--- config.mk ---
export PLATFORM = sky130hd
export DESIGN_NAME = ticketed_ring_queue
export DESIGN_NICKNAME = d
export VERILOG_FILES = /design/src/sv/trq_pkg.sv /design/src/sv/trq_ram.sv /design/src/sv/ticketed_ring_queue.sv
export SDC_FILE = /design/constraint.sdc
export NUM_CORES = 2
export LEC_CHECK = 0
export BUFFER_PORTS_ARGS = -buffer_cell sky130_fd_sc_hd__buf_2
export CORE_MARGIN = 1.5
export CORE_UTILIZATION = 55
export CTS_CLUSTER_SIZE = 30
export DETAILED_ROUTE_END_ITERATION = 6
export PLACE_DENSITY = 0.72
export SLEW_MARGIN = 30
export SYNTH_ARGS = -nofsm -noshare
export SYNTH_HDL_FRONTEND = slang
export SYNTH_SLANG_ARGS = --single-unit
--- constraint.sdc ---
create_clock -name clock -period 9.3 [get_ports clock]
set_input_delay 1.86 -clock clock [delete_from_list [all_inputs] [get_ports clock]]
set_output_delay 1.86 -clock clock [all_outputs]
set_load 0.03 [all_outputs]
--- src/sv/trq_pkg.sv ---
// Shared types, codes and helpers of the ticketed ring queue.
package trq_pkg;

   localparam int unsigned DEPTH_DEFAULT = 16;
   localparam int unsigned MAX_RESULTS   = 16;
   localparam int unsigned SIZE_W        = 5;
   localparam int unsigned DATA_W        = 32;

   typedef enum logic [1:0] {
      KIND_ENQ  = 2'd0,
      KIND_DEQ  = 2'd1,
      KIND_LIST = 2'd2
   } trq_kind_type;

   typedef enum logic [2:0] {
      STAT_ISSUED     = 3'd0,
      STAT_FULL       = 3'd1,
      STAT_SERVED     = 3'd2,
      STAT_EMPTY      = 3'd3,
      STAT_LIST       = 3'd4,
      STAT_LIST_EMPTY = 3'd5
   } trq_status_type;

   typedef enum logic [1:0] {
      ST_IDLE,
      ST_SERVE,
      ST_WALK
   } trq_state_type;

   typedef struct packed {
      trq_kind_type        kind;
      logic [DATA_W-1:0]   name_tag;
   } trq_req_type;

   typedef struct packed {
      trq_status_type      status;
      logic [DATA_W-1:0]   ticket;
      logic [DATA_W-1:0]   tag_out;
      logic                last;
   } trq_rsp_type;

   // Size register value clamped to 1..depth.
   function automatic int unsigned trq_active_size(input int unsigned qs,
                                                   input int unsigned depth);
      int unsigned s;
      s = qs;
      if (s < 1) s = 1;
      if (s > depth) s = depth;
      return s;
   endfunction

endpackage

--- src/sv/trq_ram.sv ---
// Entry store: one write port, one read port with registered read data.
module trq_ram #(
   parameter int unsigned DEPTH = trq_pkg::DEPTH_DEFAULT,
   parameter int unsigned WIDTH = 2 * trq_pkg::DATA_W
) (
   input  logic                     clock,
   input  logic                     wr_en,
   input  logic [$clog2(DEPTH)-1:0] wr_addr,
   input  logic [WIDTH-1:0]         wr_data,
   input  logic                     rd_en,
   input  logic [$clog2(DEPTH)-1:0] rd_addr,
   output logic [WIDTH-1:0]         rd_data
);

   logic [WIDTH-1:0] mem [DEPTH];
   logic [WIDTH-1:0] rd_data_ff;

   always_ff @(posedge clock) begin
      if (wr_en) begin
         mem[wr_addr] <= wr_data;
      end
   end

   // read data holds until the next read
   always_ff @(posedge clock) begin
      if (rd_en) begin
         rd_data_ff <= mem[rd_addr];
      end
   end

   assign rd_data = rd_data_ff;

endmodule

--- src/sv/ticketed_ring_queue.sv ---
// Top level of the ticketed ring queue: control, pointers and size register.
//
// Ticketed ring queue. Request beats on req_* carry a kind and a name tag;
// result beats on rsp_* carry status, ticket, tag and a last flag. Both
// channels are valid/ready. The APB-style csr_* port holds queue_size at
// byte address 0; writing it empties the queue and restarts tickets at 1.
// Configure only while the block is idle.
//
// Request handling: an enqueue, or any full/empty answer, lands in
// the output register at the accept edge. A dequeue reads the entry
// store and delivers in the cycle after. A list walks the occupied
// entries, one store read per result beat, for at most MAX_RESULTS
// entries. The single read port of the entry store paces the dequeue
// and the walk. One request is in flight at a time; a kind of 3 is
// accepted and dropped.
//
// Reset: queue empty, head 0, tail size-1, next ticket 1, size DEPTH.
// The entry store is not cleared; only written entries are ever read.
// Receiver stall: the output register holds its beat; the walk and new
// requests wait until that beat is taken.
module ticketed_ring_queue #(
   parameter int unsigned DEPTH = trq_pkg::DEPTH_DEFAULT
) (
   input  logic                clock,
   input  logic                reset,
   input  logic                req_valid,
   output logic                req_ready,
   input  trq_pkg::trq_req_type req_data,
   output logic                rsp_valid,
   input  logic                rsp_ready,
   output trq_pkg::trq_rsp_type rsp_data,
   input  logic                csr_psel,
   input  logic                csr_penable,
   input  logic                csr_pwrite,
   input  logic [2:0]          csr_paddr,
   input  logic [31:0]         csr_pwdata,
   output logic [31:0]         csr_prdata,
   output logic                csr_pready
);

   localparam int unsigned IW   = $clog2(DEPTH);
   localparam int unsigned ASW  = $clog2(DEPTH + 1);
   localparam int unsigned QS_W = (ASW > trq_pkg::SIZE_W) ? ASW : trq_pkg::SIZE_W;
   localparam int unsigned CW   = $clog2(trq_pkg::MAX_RESULTS);
   localparam int unsigned DW   = trq_pkg::DATA_W;

   // control state
   trq_pkg::trq_state_type state_ff, state_in;
   logic [QS_W-1:0]  size_ff, size_in;
   logic [IW-1:0]    head_ff, head_in;
   logic [IW-1:0]    tail_ff, tail_in;
   logic [ASW-1:0]   occ_ff, occ_in;
   logic [DW-1:0]    ticket_ff, ticket_in;
   logic [IW-1:0]    walk_idx_ff, walk_idx_in;
   logic [CW-1:0]    walk_cnt_ff, walk_cnt_in;
   logic             rsp_valid_ff, rsp_valid_in;
   // output payload
   trq_pkg::trq_rsp_type rsp_ff, rsp_in;

   logic [ASW-1:0]   act_size;
   logic [ASW-1:0]   new_size;
   logic             out_free;
   logic             accept;
   logic             csr_wr;

   logic             wr_en;
   logic [IW-1:0]    wr_addr;
   logic [2*DW-1:0]  wr_data;
   logic             rd_en;
   logic [IW-1:0]    rd_addr;
   logic [2*DW-1:0]  rd_data;

   function automatic logic [IW-1:0] advance(input logic [IW-1:0] i,
                                             input logic [ASW-1:0] sz);
      logic [ASW-1:0] n;
      n = ASW'(i) + ASW'(1);
      return (n >= sz) ? '0 : n[IW-1:0];
   endfunction

   trq_ram #(
      .DEPTH (DEPTH),
      .WIDTH (2 * DW)
   ) u_ram (
      .clock   (clock),
      .wr_en   (wr_en),
      .wr_addr (wr_addr),
      .wr_data (wr_data),
      .rd_en   (rd_en),
      .rd_addr (rd_addr),
      .rd_data (rd_data)
   );

   assign act_size = ASW'(trq_pkg::trq_active_size(32'(size_ff), DEPTH));
   assign new_size = ASW'(trq_pkg::trq_active_size(32'(csr_pwdata[trq_pkg::SIZE_W-1:0]),
                                                   DEPTH));

   // register 0 lives in the low word; bit 2 set is outside the map
   assign csr_wr     = csr_psel && csr_penable && csr_pwrite && !csr_paddr[2];
   assign csr_pready = 1'b1;
   assign csr_prdata = csr_paddr[2] ? 32'd0 : 32'(size_ff);

   assign out_free  = !rsp_valid_ff || rsp_ready;
   assign req_ready = (state_ff == trq_pkg::ST_IDLE) && out_free;
   assign accept    = req_valid && req_ready;

   assign rsp_valid = rsp_valid_ff;
   assign rsp_data  = rsp_ff;

   always_comb begin
      int unsigned n;
      logic [IW-1:0] slot;
      n            = 32'(occ_ff);
      if (n > trq_pkg::MAX_RESULTS) n = trq_pkg::MAX_RESULTS;
      slot         = advance(tail_ff, act_size);

      state_in     = state_ff;
      size_in      = size_ff;
      head_in      = head_ff;
      tail_in      = tail_ff;
      occ_in       = occ_ff;
      ticket_in    = ticket_ff;
      walk_idx_in  = walk_idx_ff;
      walk_cnt_in  = walk_cnt_ff;
      rsp_valid_in = rsp_valid_ff && !rsp_ready;
      rsp_in       = rsp_ff;

      wr_en   = 1'b0;
      wr_addr = slot;
      wr_data = {ticket_ff, req_data.name_tag};
      rd_en   = 1'b0;
      rd_addr = head_ff;

      if (csr_wr) begin
         // size write empties the queue
         size_in   = QS_W'(csr_pwdata[trq_pkg::SIZE_W-1:0]);
         head_in   = '0;
         tail_in   = IW'(new_size - ASW'(1));
         occ_in    = '0;
         ticket_in = DW'(1);
      end else begin
         unique case (state_ff)
            trq_pkg::ST_IDLE: begin
               if (accept) begin
                  rsp_in.ticket  = '0;
                  rsp_in.tag_out = '0;
                  rsp_in.last    = 1'b1;
                  unique case (req_data.kind)
                     trq_pkg::KIND_ENQ: begin
                        rsp_valid_in = 1'b1;
                        if (occ_ff >= act_size) begin
                           rsp_in.status = trq_pkg::STAT_FULL;
                        end else begin
                           wr_en          = 1'b1;
                           tail_in        = slot;
                           ticket_in      = ticket_ff + DW'(1);
                           occ_in         = occ_ff + ASW'(1);
                           rsp_in.status  = trq_pkg::STAT_ISSUED;
                           rsp_in.ticket  = ticket_ff;
                           rsp_in.tag_out = req_data.name_tag;
                        end
                     end
                     trq_pkg::KIND_DEQ: begin
                        if (occ_ff == '0) begin
                           rsp_valid_in  = 1'b1;
                           rsp_in.status = trq_pkg::STAT_EMPTY;
                        end else begin
                           rd_en    = 1'b1;
                           head_in  = advance(head_ff, act_size);
                           occ_in   = occ_ff - ASW'(1);
                           state_in = trq_pkg::ST_SERVE;
                        end
                     end
                     trq_pkg::KIND_LIST: begin
                        if (occ_ff == '0) begin
                           rsp_valid_in  = 1'b1;
                           rsp_in.status = trq_pkg::STAT_LIST_EMPTY;
                        end else begin
                           rd_en       = 1'b1;
                           walk_idx_in = advance(head_ff, act_size);
                           walk_cnt_in = CW'(n - 1);
                           state_in    = trq_pkg::ST_WALK;
                        end
                     end
                     default: begin
                        // unused kind: beat dropped, no result
                     end
                  endcase
               end
            end
            trq_pkg::ST_SERVE: begin
               if (out_free) begin
                  rsp_valid_in   = 1'b1;
                  rsp_in.status  = trq_pkg::STAT_SERVED;
                  rsp_in.ticket  = rd_data[2*DW-1:DW];
                  rsp_in.tag_out = rd_data[DW-1:0];
                  rsp_in.last    = 1'b1;
                  state_in       = trq_pkg::ST_IDLE;
               end
            end
            trq_pkg::ST_WALK: begin
               if (out_free) begin
                  rsp_valid_in   = 1'b1;
                  rsp_in.status  = trq_pkg::STAT_LIST;
                  rsp_in.ticket  = rd_data[2*DW-1:DW];
                  rsp_in.tag_out = rd_data[DW-1:0];
                  rsp_in.last    = (walk_cnt_ff == '0);
                  if (walk_cnt_ff == '0) begin
                     state_in = trq_pkg::ST_IDLE;
                  end else begin
                     // fetch the next entry while this beat goes out
                     rd_en       = 1'b1;
                     rd_addr     = walk_idx_ff;
                     walk_idx_in = advance(walk_idx_ff, act_size);
                     walk_cnt_in = walk_cnt_ff - CW'(1);
                  end
               end
            end
            default: begin
               state_in = trq_pkg::ST_IDLE;
            end
         endcase
      end
   end

   always_ff @(posedge clock) begin
      if (reset) begin
         state_ff     <= trq_pkg::ST_IDLE;
         size_ff      <= QS_W'(DEPTH);
         head_ff      <= '0;
         tail_ff      <= IW'(DEPTH - 1);
         occ_ff       <= '0;
         ticket_ff    <= DW'(1);
         walk_idx_ff  <= '0;
         walk_cnt_ff  <= '0;
         rsp_valid_ff <= 1'b0;
      end else begin
         state_ff     <= state_in;
         size_ff      <= size_in;
         head_ff      <= head_in;
         tail_ff      <= tail_in;
         occ_ff       <= occ_in;
         ticket_ff    <= ticket_in;
         walk_idx_ff  <= walk_idx_in;
         walk_cnt_ff  <= walk_cnt_in;
         rsp_valid_ff <= rsp_valid_in;
      end
   end

   always_ff @(posedge clock) begin
      rsp_ff <= rsp_in;
   end

endmodule

==> results.txt <==
Largest net degree at the start of global routing: 134
Hold depth: 2
WP buf/inv: 3
CTS Hold Buffers Added: 0
Routability cong.: 0.776
CP Class: in2reg
Dpl cells: 3880
Crit path time final: 5.53 ns
Area leader, netlist: edfxtp_1
Vias in the first global route: 25700
Filler cell count: 6022
Global-route wire length before repair: 162 mm
Critical path capture point type: register
Clk pwr share: 0.382
Critical path depth: 9
GRT overflow: 0
Worst R2R End: u_ram.mem[4][37]
Setup TNS: 0 ns
CTS tree: built
DPL Wire Length: 54.5 mm
Beginning of the worst hold path: size_ff[0]
CP Max Fanout: 96
Final worst-path cycle share: 0.594
Simple-Gate Fraction of Synth Area: 0.0348
CP most frequent cell: buf_12
Remaining DRCs: 0
Initial antenna violation count: 1
Ports: 179
F_max: 0.181 GHz
Outcome: finished clean
GRT Total Usage: 0.246
Clk buf depth: 3
Number of synthesized register bits: 1217
Delay-heaviest family, CP: simple AND/OR/NAND/NOR gates
Initial DRC count: 2801
Die area: 88100 sq um
Layout Cells excl Fill: 4087
Area Overhead vs Synth: 11.5%
Flop-to-flop setup slack: 4.01 ns
Core Rows: 107
Final net count: 2963
Drt total wl: 110 mm
Seq pwr share: 0.528
Final WS setup: 3.77 ns
Vias: 25500
Pre-CTS WS: 3.20 ns
H-tree level count: 3
Post-Synthesis Cells: 2709
Pre-Repair DR Iteration Count: 5
Initial Utilization: 0.556
Setup violation total in the final timing report: 0
HP Class: reg2reg
Max_slew headroom: 0.260
Top_reg_cell synth: edfxtp_1
Internal Power: 9150 uW
XOR/XNOR share of the synthesized area: 0.00719
Maximum vdd ir drop: 0.172 mV
Post-synthesis adder-cell area fraction: 0.0102
Biggest cell delay along the critical path: 0.64 ns
Synth warn: 0
WL/cell: 26.9 microns
Switching power: 2850 uW
Critical path required time: 9.72 ns
Post-synth ARST share: 0
Hold Violations, Final: 0
Crit path cell chain: buf_2 -> nand4b_1 -> nand4_4 -> mux2i_4 -> buf_12 -> buf_12 -> mux2i_1 -> o22ai_1 -> or4_1
Comb pwr share: 0.090
Post-CTS Resized: 0
Startpoint type of the worst setup path: primary input
Reg2reg start: size_ff[1]
Tightest Pin Transition: 1.11 ns
Switching Fraction: 0.237
Worst-skew pair later-pin latency: 0.70 ns
Share of cells above drive strength 1: 0.126
Detail Route Antenna Nets: 0
DIE HEIGHT: 297 microns
CTS Buf Count: 111
Number of cells on the worst reg-to-reg path: 12
Max-Cap Viols: 0
Netlist area before placement: 47500 sq um
Vias/cell: 6.23
Library cells used by synthesis: 61
Clock Pin Slew Worst Setup and Hold Paths: 0.06 ns
Die Width: 297 microns
Clk sinks: 1217
Root Buffer: clkbuf_16
Worst Hold End: size_ff[0]
Power Dens Cells: 227 nW/um^2
Post-synthesis compound-gate area fraction: 0.0576
LEAKAGE: 0.0217 uW
Largest family of logic cells by synthesized area: multiplexers
Core ar.: 85400 sq um
Register area share after synthesis: 0.756
Yosys top cell area share: 0.731
Buffers on Ports: 121
Max Transition Viols Final: 0
Top cells by area, synth: edfxtp_1 (73%), mux2i_1 (11%), o22ai_1 (3.4%), dfxtp_1 (2.6%), a22o_1 (1.2%)
Post-synthesis mux area share: 0.112
Most common cell after layout, fill and taps aside: edfxtp_1
Final Skew: 0.0362 ns
Number of synthesized flops with an enable pin: 1156
Crit path from: csr_paddr[2]
Avg Inst Size Synth: 17.5 sq um
Worst path slowest cell: nand4b_1
CP arrival: 5.95 ns
Commonest non-fill, non-tap cells in the layout: edfxtp_1 (1156), mux2i_1 (523), o22ai_1 (256)
Post-CTS setup buffers: 0
RSZ-0062 raised after global routing: no
## worst max-delay path by stage
stage	end	slack [ns]
after floorplan	u_ram.mem[1][0]	1.23
after global placement	u_ram.rd_data[25]	3.27
after detailed placement	u_ram.rd_data[20]	3.20
after CTS	u_ram.rd_data[15]	3.91
after global routing	u_ram.rd_data[15]	3.65
final	u_ram.rd_data[25]	3.77
## sequential cells by signal (all words and copies together) (netlist names), 5 cells and up
register and flops:
u_ram.mem 1024, rsp_data 68, u_ram.rd_data 64, ticket_ff 32, occ_ff 5, size_ff 5
## cell usage after synthesis, drive strengths merged, types with 2 or more instances
master and instances:
a211o 2, a211oi 5, a21o 10, a21oi 25, a22o 64, a22oi 6, a311oi 3, a31oi 5
and2 2, and3 6, and4 6, and4b 2, buf 89, clkbuf 77, conb 2, dfxtp 61
edfxtp 1156, ha 37, inv 13, mux2 5, mux2i 524, nand2 47, nand2b 16, nand3 21
nand3b 3, nand4 8, nand4b 2, nor2 81, nor2b 7, nor3 16, nor3b 6, nor4 2
o2111ai 2, o211ai 3, o21ai 9, o21bai 3, o22ai 256, o31ai 2, or3 8, or4 65
xnor2 19, xor2 20
## logic make-up after synthesis
logic type               count (synthesis)
AO/OA/AOI/OAI                          405
buffers and inverters                  179
adder cells (fa/ha/maj)                 38
XOR/XNOR                                39
other                                    2
multiplexers                           529
AND/OR/NAND/NOR                        300
flip-flops                            1217
## final cells by class
class                      count  area (sq um)  share of cell area
sequential                  1217         35900               0.678
multi-input combinational   1339         10800               0.205
clock buffer                 129          2900              0.0547
tap                         1144          1430              0.0270
timing repair buffer         167          1020              0.0193
clock inverter                77           796              0.0150
inverter                      13          48.8            0.000921
antenna                        1          2.50           0.0000472
## metrics by stage
step | utilization | hold slack (ns) | power, uW | area, sq um
6_report | 0.620 | 0.475 | 12000 | 53000
5_1_grt | 0.620 | 0.531 | 12400 | 53000
4_1_cts | 0.620 | 0.477 | 12100 | 53000
3_5_place_dp | 0.577 | 0.467 | 7540 | 49300
3_3_place_gp | 0.577 | 0.468 | 7520 | 49300
2_1_floorplan | - | 0.445 | 7140 | 47600
## layer usage
| layer | wire [microns] | vias to the layer above | track usage |
|---|---|---|---|
| li1 | - | 11100 | - |
| met1 | 44200 | 13100 | 0.329 |
| met2 | 54800 | 1111 | 0.420 |
| met3 | 7900 | 196 | 0.0346 |
| met4 | 2810 | 2 | 0.0736 |
| met5 | 10 | - | 0 |
## worst register-to-register path, delay by kind of cell (launching register included)
kind | cells | cell delay (ns)
simple gates | 7 | 2.48
buf+inv | 2 | 1.09
compound gates | 2 | 0.65
flops | 1 | 0.35
fa+ha+maj | 1 | 0.32
## power by group through the flow
stage | sequential, uW | clock [uW] | combinational [uW]
after detailed placement | 6460 | 0 | 1080
after global routing | 6360 | 4850 | 1150
after global placement | 6450 | 0 | 1070
after CTS | 6340 | 4630 | 1090
final | 6340 | 4580 | 1080
after floorplan | 6700 | 0 | 438
No activity file was read; power rests on OpenSTA's default activity.
